==> src/hdl/polynomial_multiply_accumulate_defines.svh <==
// ---------------------------------------------------------------------------
// polynomial multiply accumulate assertion macros
// shared concurrent assertion forms, clocked on clk, held off during reset
// ---------------------------------------------------------------------------
`ifndef POLYNOMIAL_MULTIPLY_ACCUMULATE_DEFINES_SVH
`define POLYNOMIAL_MULTIPLY_ACCUMULATE_DEFINES_SVH

// same-cycle implication
`define PMA_ASSERT_SAME(label, ante, cons, msg) \
  label: assert property (@(posedge clk) disable iff (!rst_n) (ante) |-> (cons)) \
    else $error(msg);

// next-cycle implication
`define PMA_ASSERT_NEXT(label, ante, cons, msg) \
  label: assert property (@(posedge clk) disable iff (!rst_n) (ante) |=> (cons)) \
    else $error(msg);

`endif

==> src/hdl/pma_pkg.sv <==
// ---------------------------------------------------------------------------
// pma_pkg
// shared types and constants of the polynomial multiply accumulate block
// ---------------------------------------------------------------------------
`timescale 1ns / 1ps

package pma_pkg;

  // fixed field widths
  localparam int CMD_W       = 2;
  localparam int TERM_COEF_W = 16;
  localparam int TERM_EXP_W  = 4;
  localparam int PROD_COEF_W = 40;
  localparam int PROD_EXP_W  = 5;
  localparam int IN_TDATA_W  = 24;
  localparam int OUT_TDATA_W = 48;

  // input transaction kinds
  typedef enum logic [CMD_W-1:0] {
    CMD_LOAD_A   = 2'd0,
    CMD_LOAD_B   = 2'd1,
    CMD_MULTIPLY = 2'd2
  } cmd_t;

  // controller to datapath
  typedef struct packed {
    logic load_a;
    logic load_b;
    logic acc_clr;
    logic row_clr;
    logic mul_en;
    logic nz_capture;
    logic scan_init;
    logic scan_step;
    logic out_load;
    logic out_empty;
    logic clear_all;
  } dp_cmd_t;

  // datapath to controller
  typedef struct packed {
    logic row_last;
    logic scan_done;
    logic nz_here;
    logic any_nz;
    logic out_free;
    logic both_loaded;
  } dp_sts_t;

endpackage

==> src/hdl/pma_ctrl.sv <==
// ---------------------------------------------------------------------------
// pma_ctrl
// sequencer for loads, multiply rows, accumulator scan and clearing
// ---------------------------------------------------------------------------
`timescale 1ns / 1ps
`include "polynomial_multiply_accumulate_defines.svh"

module pma_ctrl
  import pma_pkg::*;
(
  input  logic             clk,
  input  logic             rst_n,
  input  logic             in_tvalid,
  input  logic [CMD_W-1:0] in_cmd,
  output logic             in_tready,
  input  dp_sts_t          sts_i,
  output dp_cmd_t          cmd_o
);

  typedef enum logic [2:0] {
    S_IDLE,
    S_MUL,
    S_ACC,
    S_FLAG,
    S_SCAN,
    S_DONE
  } state_t;

  state_t  state_r;
  state_t  state_nxt;
  dp_cmd_t ctl;

  assign in_tready = state_r == S_IDLE;

  always_comb begin
    state_nxt = state_r;
    ctl       = '0;
    case (state_r)
      S_IDLE: begin
        if (in_tvalid) begin
          case (in_cmd)
            CMD_LOAD_A: ctl.load_a = 1'b1;
            CMD_LOAD_B: ctl.load_b = 1'b1;
            CMD_MULTIPLY: begin
              // with an operand never loaded the product is empty
              if (sts_i.both_loaded) begin
                ctl.acc_clr = 1'b1;
                ctl.row_clr = 1'b1;
                state_nxt   = S_MUL;
              end else begin
                state_nxt = S_SCAN;
              end
            end
            default: ;
          endcase
        end
      end
      S_MUL: begin
        ctl.mul_en = 1'b1;
        if (sts_i.row_last) begin
          state_nxt = S_ACC;
        end
      end
      S_ACC: begin
        state_nxt = S_FLAG;
      end
      S_FLAG: begin
        ctl.nz_capture = 1'b1;
        ctl.scan_init  = 1'b1;
        state_nxt      = S_SCAN;
      end
      S_SCAN: begin
        if (!sts_i.any_nz) begin
          if (sts_i.out_free) begin
            ctl.out_empty = 1'b1;
            state_nxt     = S_DONE;
          end
        end else if (!sts_i.nz_here || sts_i.out_free) begin
          ctl.out_load = sts_i.nz_here;
          if (sts_i.scan_done) begin
            state_nxt = S_DONE;
          end else begin
            ctl.scan_step = 1'b1;
          end
        end
      end
      S_DONE: begin
        ctl.clear_all = 1'b1;
        state_nxt     = S_IDLE;
      end
      default: state_nxt = S_IDLE;
    endcase
  end

  always_ff @(posedge clk) begin
    if (!rst_n) begin
      state_r <= S_IDLE;
    end else begin
      state_r <= state_nxt;
    end
  end

  assign cmd_o = ctl;

  `PMA_ASSERT_SAME(a_load_needs_room, ctl.out_load || ctl.out_empty, sts_i.out_free, "output register overwritten")
  `PMA_ASSERT_SAME(a_one_out_source, ctl.out_load, !ctl.out_empty, "term and empty marker together")
  `PMA_ASSERT_NEXT(a_clear_drops_flags, ctl.clear_all, !sts_i.any_nz && !sts_i.both_loaded, "stale state after clear")
  `PMA_ASSERT_SAME(a_scan_single_step, ctl.scan_step, !ctl.scan_init, "scan pointer double drive")

endmodule

==> config.mk <==
export PLATFORM = sky130hd
export DESIGN_NAME = pma_ctrl
export DESIGN_NICKNAME = d
export VERILOG_FILES = /design/src/hdl/pma_pkg.sv /design/src/hdl/pma_ctrl.sv
export VERILOG_INCLUDE_DIRS = /design/src /design/src/hdl
export SDC_FILE = /design/constraint.sdc
export NUM_CORES = 1
export LEC_CHECK = 0
export ABC_AREA = 1
export BUFFER_PORTS_ARGS = -buffer_cell sky130_fd_sc_hd__buf_4
export CAP_MARGIN = 40
export CORE_AREA = 2 2 39 41
export CTS_BUF_LIST = sky130_fd_sc_hd__clkbuf_4 sky130_fd_sc_hd__clkbuf_8
export CTS_CLUSTER_DIAMETER = 150
export DETAILED_ROUTE_END_ITERATION = 12
export DIE_AREA = 0 0 41 43
export PLACE_DENSITY = 0.55
export SYNTH_ARGS = -nofsm -noshare
export SYNTH_HDL_FRONTEND = slang
export SYNTH_SLANG_ARGS = --single-unit
==> constraint.sdc <==
create_clock -name clk -period 1.45 [get_ports clk]
set_input_delay 0.0725 -clock clk [delete_from_list [all_inputs] [get_ports clk]]
set_output_delay 0.0725 -clock clk [all_outputs]
set_load 0.01 [all_outputs]
==> summary.md, run 1 <==
| Metric | Value |
|---|---|
| WP data arrival | `1.28 ns` |
| Cells after Synth | `59` |
| Die Ht | `43 um` |
| Vias in the first global route | `about 350` |
| Dominant cells by area after synthesis | `dfxtp_1, inv_1, nor2_2` |
| Worst path bufs/invs | `1` |
| Detail Placement HPWL | `694 um` |
| Worst setup EP type | `primary output` |
| Syn_area_per_cell | `5.514 sq um` |
| Seq. cell area | `60.06 sq um` |
| Setup crit start kind | `register` |
| Fin worst setup slack | `0.09998 ns` |
| Maximum fanout along the worst path | `6` |
| Final setup viols | `0` |
| Clock skew | `0.0002911 ns` |
| Yosys top cell area share | `0.1846` |
| Reg2reg setup slack | `0.24 ns` |
| I/O Buffers | `22` |
| DRT antenna net count | `0` |
| Largest registers | `state_r x3` |
| Die X | `~41 um` |
| Full die area | `1763 sq um` |
| Dpl ws | `0.2379 ns` |
| # diodes | `0` |
| Period utilisation layout | `0.9310` |
| Max-cap viol count | `0` |
| Largest net degree at the start of global routing | `7` |
| RR Startpoint | `state_r[0]` |
| Overflow after GRT | `0` |
| Via density | `between 4 and 5` |
| P_sw | `0.3445 mW` |
| Worst EP required | `1.38 ns` |
| Reg2reg end | `state_r[2]` |
| Unrepaired setup endpoints after global routing | `false` |
| Biggest register | `state_r` |
| Leakage | `0.2976 nW` |
| CTS Sinks | `3` |
| Clock group share of total power | `0.210` |
| CP top delay family | `simple AND/OR/NAND/NOR gates` |
| CP max stage cell | `dfxtp_1` |
| Internal Dissipation | `~0.43 mW` |
| Global-route wire length before repair | `about 1200 um` |
| Hold Path Origin | `rst_n` |
| P&R area growth vs syn | `64.62%` |
| Cell accounting for the most synthesized area | `dfxtp_1` |
| Post-synth cell types | `16` |
| Avg WL per Cell | `8.061 um` |
| Maximum VDD drop | `0.6401 mV` |
| Pwr Density | `between 1000 and 1500 nW/um^2` |
| # DRC | `0` |
| Worst reg-to-reg path cell count | `7` |
| Seq/Total Area, Yosys | `0.1846` |
| Slowest stage delay, CP | `0.37 ns` |
| DRT Pass-1 Iters | `2` |
| Post-route total power | `0.7714 mW` |
| F_max | `0.7407 GHz` |
| CTS root buffer | `clkbuf_4` |
| Sink of the worst hold path | `state_r[0]` |
| TNS Setup | `0 ns` |
| CTS tree | `done` |
| # IOs | `23` |
| Worst hold path class | `in -> reg` |
| Clock Path Buffers | `2` |
| Placeable Area | `between 1000 and 1500 sq um` |
| Cell Area, Synth | `325.3 sq um` |
| H-Tree Depth | `1` |
| Hold path cells | `3` |
| Yosys reg bits | `3` |
| Post-Syn Nets | `70` |
| Fraction of final layout cells sized beyond drive strength 1 | `0.4337` |
| Final Hold Fails | `0` |
| Slew Limit Fails | `0` |
| Synth warn | `0` |
| Fillers | `about 170` |
| Status | `finished clean` |
| Tmin final | `1.350 ns` |
| Worst rel slew slack | `0.8278` |
| Drt total wl | `798 um` |
| Initial antenna violation count | `0` |
| Switching Share | `0.4466` |
| Multi-input logic area | `between 200 and 250 sq um` |
| Clock transition at path regs | `0.03 ns` |
| GPL Wtd Cong | `0.8277` |
| Vias | `425` |
| Worst-Margin Slew | `0.2579 ns` |
| Initial Util | `0.2351` |
| Number of cell rows | `14` |
| Combinational share of power | `0.588` |
| All-Layer GR Usage | `0.1031` |
| Clock buffer count from CTS | `3` |
| Max reg flops | `3` |
| Layout Nets | `95` |
| Worst-Skew Late Latency | `~0.23 ns` |
| Setup CP Type | `reg -> out` |
| DRT iter0 DRCs | `2` |
| Crit path cell chain | `nor2_4 > nand2_2 > nor2_2 > o21a_1 > buf_4` |
| Sequential power share | `0.202` |
worst min-delay path: stages:
cell and delay [ns]:
buf_4 0.08, nand2_1 0.04, nor2_1 0.07
power groups by stage:
stage | combinational (mW) | clock [mW] | sequential, mW
6_report | 0.453 | 0.162 | 0.156
2_1_floorplan | 0.304 | 0 | 0.144
3_5_place_dp | 0.449 | 0 | 0.153
4_1_cts | 0.450 | 0.168 | 0.152
3_3_place_gp | 0.451 | 0 | 0.152
5_1_grt | 0.507 | 0.172 | 0.161
layer usage:
metal  track usage  part of all wire  vias to the layer above
met2        0.1719              0.53                       17
met4        0.1000                 0                        0
li1              -                 -                      230
met3       0.01571             0.086                        0
met5             0                 0                        -
met1       0.09554              0.38                      178
synthesized netlist by cell type (all sizes together):
library cell and number:
o21a 1, nand3b 1, nor4 2, nand3 3
a21oi 1, o21ai 4, buf 2, nor3 4
dfxtp 3, nor2 13, inv 14, nand2 11
stage by stage:
stage / area (sq um) / hold WS [ns] / utilization / cells
floorplan: 325.3 / 0.1932 / - / 59
global placement: 495.5 / 0.3169 / 0.3580 / 95
detailed placement: 495.5 / 0.3131 / 0.3580 / 95
CTS: 525.5 / 0.07071 / 0.3797 / 99
global route: 535.5 / 0.09420 / 0.3870 / 99
finish: 535.5 / 0.07040 / 0.3870 / 99
repair_timing:
| action | CTS | global route |
|---|---|---|
| gates resized for setup | 0 | 2 |
| buffers inserted | 0 | 0 |
| setup endpoints to repair | 0 | 4 |
| hold buffers | 0 | 0 |
cells in the final DEF, fill, tap and decap left out, types with 3 or more instances in the layout:
| master | instances |
|---|---|
| buf_4 | 22 |
| clkbuf_4 | 4 |
| dfxtp_1 | 3 |
| inv_1 | 13 |
| nand2_1 | 9 |
| nand3_1 | 3 |
| nor2_1 | 7 |
| nor2_2 | 5 |
| nor3_1 | 3 |
| o21ai_0 | 3 |
worst max-delay path by stage:
stage	start	to	depth (start not counted)
2_1_floorplan	state_r[0]	cmd_o[8]	4
3_3_place_gp	state_r[0]	state_r[0]	6
3_5_place_dp	state_r[0]	state_r[0]	6
4_1_cts	state_r[0]	cmd_o[7]	4
5_1_grt	state_r[0]	cmd_o[10]	4
6_report	state_r[0]	cmd_o[3]	5
cell families (layout without fill, tap and decap cells):
| logic type | after synthesis | count (layout) | share of synthesized area |
|---|---|---|---|
| simple gates | 34 | 34 | 0.5077 |
| buf+inv | 16 | 40 | 0.2077 |
| compound gates | 6 | 6 | 0.09997 |
| flops | 3 | 3 | 0.1846 |
layout make-up:
type | instances | area share
clock buffer | 4 | 0.05607
inverter | 14 | 0.09813
multi-input combinational | 40 | 0.3878
sequential | 3 | 0.1121
tap | 16 | 0.03738
timing repair buffer | 22 | 0.3084
(Power assumes the default switching activity.)
==> inputs of run 2 (changes only) <==
clock period = 1.4 ns   (was 1.45 ns; I/O delays follow)
==> summary.md, run 2 (synthesized netlist as in run 1, its figures left out) <==
| Metric | Value |
|---|---|
| Clock buffer count from CTS | `3 (unchanged)` |
| DRT iter0 DRCs | `3 (+1)` |
| Number of cell rows | `14 (unchanged)` |
| Slew Limit Fails | `0 (unchanged)` |
| Avg WL per Cell | `8.040 um (-0.25%)` |
| Full die area | `1763 sq um (unchanged)` |
| F_max | `0.7556 GHz` |
| WP data arrival | `1.25 ns (-0.03 ns)` |
| Maximum fanout along the worst path | `6 (unchanged)` |
| TNS Setup | `0 ns (unchanged)` |
| I/O Buffers | `22 (unchanged)` |
| Clock skew | `0.0002911 ns (unchanged)` |
| # DRC | `0 (unchanged)` |
| Setup crit start kind | `register` |
| Via density | `4.293 (unchanged)` |
| Maximum VDD drop | `0.6596 mV (+3.0%)` |
| # IOs | `23 (unchanged)` |
| Vias in the first global route | `354 (+0.57%)` |
| Global-route wire length before repair | `1235 um (+1.1%)` |
| Worst-Margin Slew | `0.2593 ns (+0.001363 ns)` |
| Crit path cell chain | `nor2_4 > nand2_2 > nor2_2 > o21a_1 > buf_4` |
| Slowest stage delay, CP | `0.37 ns (about the same)` |
| # diodes | `0 (unchanged)` |
| Drt total wl | `796 um (-0.25%)` |
| GPL Wtd Cong | `0.8277 (unchanged)` |
| Die Ht | `43 um (unchanged)` |
| Clock transition at path regs | `0.03 ns (about the same)` |
| Worst-Skew Late Latency | `0.23 ns (about the same)` |
| Placeable Area | `1384 sq um (unchanged)` |
| DRT antenna net count | `0 (unchanged)` |
| Setup CP Type | `reg -> out` |
| Pwr Density | `1482 nW/um^2 (+2.9%)` |
| H-Tree Depth | `1 (unchanged)` |
| Max reg flops | `3 (unchanged)` |
| Unrepaired setup endpoints after global routing | `false` |
| Fillers | `163 (-1.2%)` |
| # hold bufs at CTS | `0 (unchanged)` |
| Max-cap viol count | `0 (unchanged)` |
| Period utilisation layout | `0.9454` |
| Most frequent cells in the layout | `buf_4, inv_1, nand2_1` |
| Vias | `425 (unchanged)` |
| Worst EP required | `1.33 ns (-0.05 ns)` |
| Largest net degree at the start of global routing | `7 (unchanged)` |
| Worst setup EP type | `primary output` |
| CTS root buffer | `clkbuf_4` |
| Leakage | `0.2983 nW (+0.26%)` |
| Detail Placement HPWL | `694 um (unchanged)` |
| CTS Sinks | `3 (unchanged)` |
| All-Layer GR Usage | `0.1041 (+0.001001)` |
| Hold WS | `0.06790 ns (-0.002500 ns)` |
| Clock Path Buffers | `2 (unchanged)` |
| Initial antenna violation count | `0 (unchanged)` |
| Initial Util | `0.2351 (unchanged)` |
| CTS tree | `done` |
| Tmin final | `1.324 ns` |
| Worst rel slew slack | `0.8269 (-0.0009100)` |
| Postcts setup bufs | `0 (unchanged)` |
| CP max stage cell | `dfxtp_1` |
| Biggest register | `state_r` |
| Worst hold path class | `in -> reg` |
| Fin util | `0.3915 (+0.004521)` |
| Layout Nets | `95 (unchanged)` |
| Die X | `41 um (unchanged)` |
| Status | `finished clean` |
| Fraction of final layout cells sized beyond drive strength 1 | `0.4458 (+0.01205)` |
| P&R area growth vs syn | `66.54%` |
| Final setup viols | `0 (unchanged)` |
| DRT Pass-1 Iters | `2 (unchanged)` |
| Overflow after GRT | `0 (unchanged)` |
| Largest registers | `state_r x3` |
| Final Hold Fails | `0 (unchanged)` |
| Commonest non-fill, non-tap cell in the layout | `buf_4` |
==> run 2: cell counts in the layout (fill, tap and decap cells not counted) <==
No cell type changed its count.
==> run 2: final cells by class <==
cell class | instances | area, sq um | area share
inverter | 14 | 52.55 | 0.09700
tap | 16 | 20.02 | 0.03695
timing repair buffer | 22 | 165.2 | 0.3048
multi-input combinational | 40 | 214.0 | 0.3949
sequential | 3 | 60.06 | 0.1109
clock buffer | 4 | 30.03 | 0.05543
==> run 2: worst max-delay path, delay by kind of cell, from the launching register on <==
kind	cells	cell delay [ns]
buffers and inverters	1	0.11
AO/OA/AOI/OAI	1	0.14
flip-flops	1	0.37
AND/OR/NAND/NOR	3	0.40
==> run 2: timing repair <==
action / in CTS / in global routing
resized for setup: 2 / 1
hold endpoints to repair: 0 / 0
endpoints found under the setup margin: 3 / 4
pin swaps: 0 / 1
==> run 2: through the flow <==
step	area, sq um	total power [mW]	std cells	setup WS (ns)
after floorplan	325.3	0.4639	59	0.1659
after global placement	495.5	0.6246	95	0.1821
after detailed placement	495.5	0.6232	95	0.1879
after CTS	535.5	0.8130	99	0.03794
after global routing	541.8	0.8744	99	0.001803
final	541.8	0.8028	99	0.07648
==> run 2: final timing paths <==
kind	from	to	slack, ns	cells past startpoint
worst max-delay path	state_r[0]	cmd_o[3]	0.08	5
worst min-delay path	rst_n	state_r[0]	0.07	3
worst max register to register	state_r[0]	state_r[2]	0.21	7
worst min register to register	state_r[0]	state_r[0]	0.60	2
==> run 2: metal layers <==
metal | vias up | GRT usage | routed length, um
met2 | 17 | 0.1719 | 422
met3 | 0 | 0.01571 | 69
met5 | - | 0 | 0
li1 | 231 | - | -
met1 | 177 | 0.09873 | 305
met4 | 0 | 0.1000 | 0
==> run 2: power by group <==
part | switching [mW] | internal (mW) | total [mW]
sequential | 0.0471 | 0.114 | 0.162
combinational | 0.273 | 0.201 | 0.474
clock | 0.0418 | 0.126 | 0.168
==> inputs of run 3 (changes only) <==
PLACE_DENSITY = 0.57   (was 0.55)
SETUP_SLACK_MARGIN = 0.02   (was unset)
clock period = 1.15 ns   (was 1.4 ns; I/O delays follow)
==> summary.md, run 3 (synthesized netlist as in run 1, its figures left out) <==
| Metric | Value |
|---|---|
| Setup CP Type | `reg -> out` |
| Multi-input logic area | `316.6 sq um (+48%)` |
| Slowest stage delay, CP | `0.32 ns (-0.05 ns)` |
| Worst-Margin Slew | `0.1934 ns (-0.06592 ns)` |
| # diodes | `0 (unchanged)` |
| Die Ht | `43 um (unchanged)` |
| DRT antenna net count | `0 (unchanged)` |
| Placeable Area | `1384 sq um (unchanged)` |
| Drt total wl | `1015 um (+28%)` |
| Initial Util | `0.2351 (unchanged)` |
| Via density | `4.381 (+2.1%)` |
| Full die area | `1763 sq um (unchanged)` |
| Clock buffer count from CTS | `3 (unchanged)` |
| Number of cell rows | `14 (unchanged)` |
| Fraction of final layout cells sized beyond drive strength 1 | `0.6404 (+0.1947)` |
| Worst EP required | `1.09 ns (-0.24 ns)` |
| Clock Path Buffers | `2 (unchanged)` |
| Internal Dissipation | `0.7327 mW (+66%)` |
| Maximum VDD drop | `0.7835 mV (+19%)` |
| Worst-Skew Late Latency | `0.23 ns (about the same)` |
| Clock skew | `0.003469 ns (+0.003178 ns)` |
| Largest registers | `state_r x3` |
| Largest net degree at the start of global routing | `7 (unchanged)` |
| Overflow after GRT | `0 (unchanged)` |
| Seq. cell area | `68.82 sq um (+15%)` |
| Period utilisation layout | `1.071` |
| GPL Wtd Cong | `0.7273 (-12%)` |
| Hold WS | `0.06614 ns (-0.001752 ns)` |
| Clock group share of total power | `0.148 (-0.061)` |
| I/O Buffers | `22 (unchanged)` |
| Fin worst setup slack | `-0.08160 ns (-0.1581 ns)` |
| Leakage | `0.3613 nW (+21%)` |
| Crit path cell chain | `nor2_4 > nand2_4 > buf_6 > nor3_4 > buf_4` |
| DRT Pass-1 Iters | `2 (unchanged)` |
| Global-route wire length before repair | `1483 um (+20%)` |
| Clock transition at path regs | `0.03 ns (about the same)` |
| CP max stage cell | `dfxtp_2` |
| P_sw | `0.6277 mW (+74%)` |
| CTS Sinks | `3 (unchanged)` |
| H-Tree Depth | `1 (unchanged)` |
| Switching Share | `0.4614 (+0.01094)` |
| Pwr Density | `1918 nW/um^2 (+29%)` |
| # IOs | `23 (unchanged)` |
| Fillers | `139 (-15%)` |
| Fin util | `0.5127 (+0.1212)` |
| Avg WL per Cell | `9.667 um (+20%)` |
| Vias in the first global route | `409 (+16%)` |
| Worst setup EP type | `primary output` |
| Most frequent cells in the layout | `buf_4, inv_1, nand2_1` |
| Commonest non-fill, non-tap cell in the layout | `buf_4` |
| Dpl ws | `-0.07220 ns (-0.2602 ns)` |
| Max-cap viol count | `0 (unchanged)` |
| Biggest register | `state_r` |
| Max reg flops | `3 (unchanged)` |
| Slew Limit Fails | `0 (unchanged)` |
| All-Layer GR Usage | `0.1162 (+0.01213)` |
| Combinational share of power | `0.704 (+0.114)` |
| Detail Placement HPWL | `734.7 um (+5.9%)` |
| WP data arrival | `1.17 ns (-0.08 ns)` |
| Setup crit start kind | `register` |
| Unrepaired setup endpoints after global routing | `true` |
| CTS tree | `done` |
| TNS Setup | `-0.4518 ns (-0.4518 ns)` |
| CTS root buffer | `clkbuf_4` |
| Die X | `41 um (unchanged)` |
| # hold bufs at CTS | `0 (unchanged)` |
| Final setup viols | `9 (+9)` |
| Layout Nets | `101 (+6.3%)` |
| Worst hold path class | `in -> reg` |
| Inst Count DP | `98 (+3.2%)` |
| Final Hold Fails | `0 (unchanged)` |
| Vias | `460 (+8.2%)` |
| F_max | `0.8120 GHz` |
| Tmin final | `1.232 ns` |
| P&R area growth vs syn | `118.1%` |
| Failing checks | `setup timing` |
| Sequential power share | `0.148 (-0.053)` |
| # DRC | `0 (unchanged)` |
| Initial antenna violation count | `0 (unchanged)` |
| Worst rel slew slack | `0.8701 (+0.04322)` |
| Layout Cells excl Fill | `105 (+6.1%)` |
| DRT iter0 DRCs | `1 (-2)` |
| Maximum fanout along the worst path | `4 (-2)` |
| Status | `finished with violations` |
## run 3: power groups by stage
stage          clock network (mW)  logic [mW]  registers [mW]
6_report                    0.201       0.958           0.201
5_1_grt                     0.219        1.05           0.207
4_1_cts                     0.208       0.756           0.213
3_5_place_dp                    0       0.628           0.184
3_3_place_gp                    0       0.626           0.182
2_1_floorplan                   0       0.388           0.182
## run 3: layer usage
layer / global-route usage / part of all wire / routed length [um] / up-vias
met4: 0.02000 / 0 / 0 / 0
li1: - / - / - / 238
met2: 0.2313 / 0.57 / 576 / 20
met1: 0.1150 / 0.34 / 349 / 202
met5: 0 / 0 / 0 / -
met3: 0.01571 / 0.087 / 88 / 0
## run 3: stage by stage
| stage | total power, mW | area [sq um] |
|---|---|---|
| 2_1_floorplan | 0.5702 | 330.3 |
| 5_1_grt | 1.479 | 709.4 |
| 4_1_cts | 1.177 | 639.4 |
| 3_5_place_dp | 0.8120 | 523.0 |
| 3_3_place_gp | 0.8083 | 523.0 |
| 6_report | 1.360 | 709.4 |
## run 3: path summary, 6_finish.rpt
path | cells after the start | to | from | slack [ns]
worst min-delay path | 3 | state_r[0] | rst_n | 0.07
worst max register to register | 8 | state_r[2] | state_r[1] | -0.03
worst min register to register | 3 | state_r[1] | state_r[2] | 0.64
worst max-delay path | 5 | cmd_o[1] | state_r[0] | -0.08
## run 3: layout make-up
class	instances	area share
Sequential cell	3	0.09700
Clock buffer	4	0.04233
Multi-Input combinational cell	40	0.4462
Inverter	14	0.07407
Timing Repair Buffer	28	0.3122
Tap cell	16	0.02822
## run 3: critical path: cells and delay by family, from the launching register on
kind | cells | cell delay, ns
flip-flops | 1 | 0.32
buffers and inverters | 2 | 0.27
AND/OR/NAND/NOR | 3 | 0.36
## run 3: repair_timing
| action | in CTS | in global routing |
|---|---|---|
| buffers inserted | 3 | 1 |
| gates resized for setup | 18 | 14 |
| endpoints found under the hold margin | 0 | 0 |
| endpoints found under the setup margin | 13 | 15 |
| pin swaps | 5 | 4 |
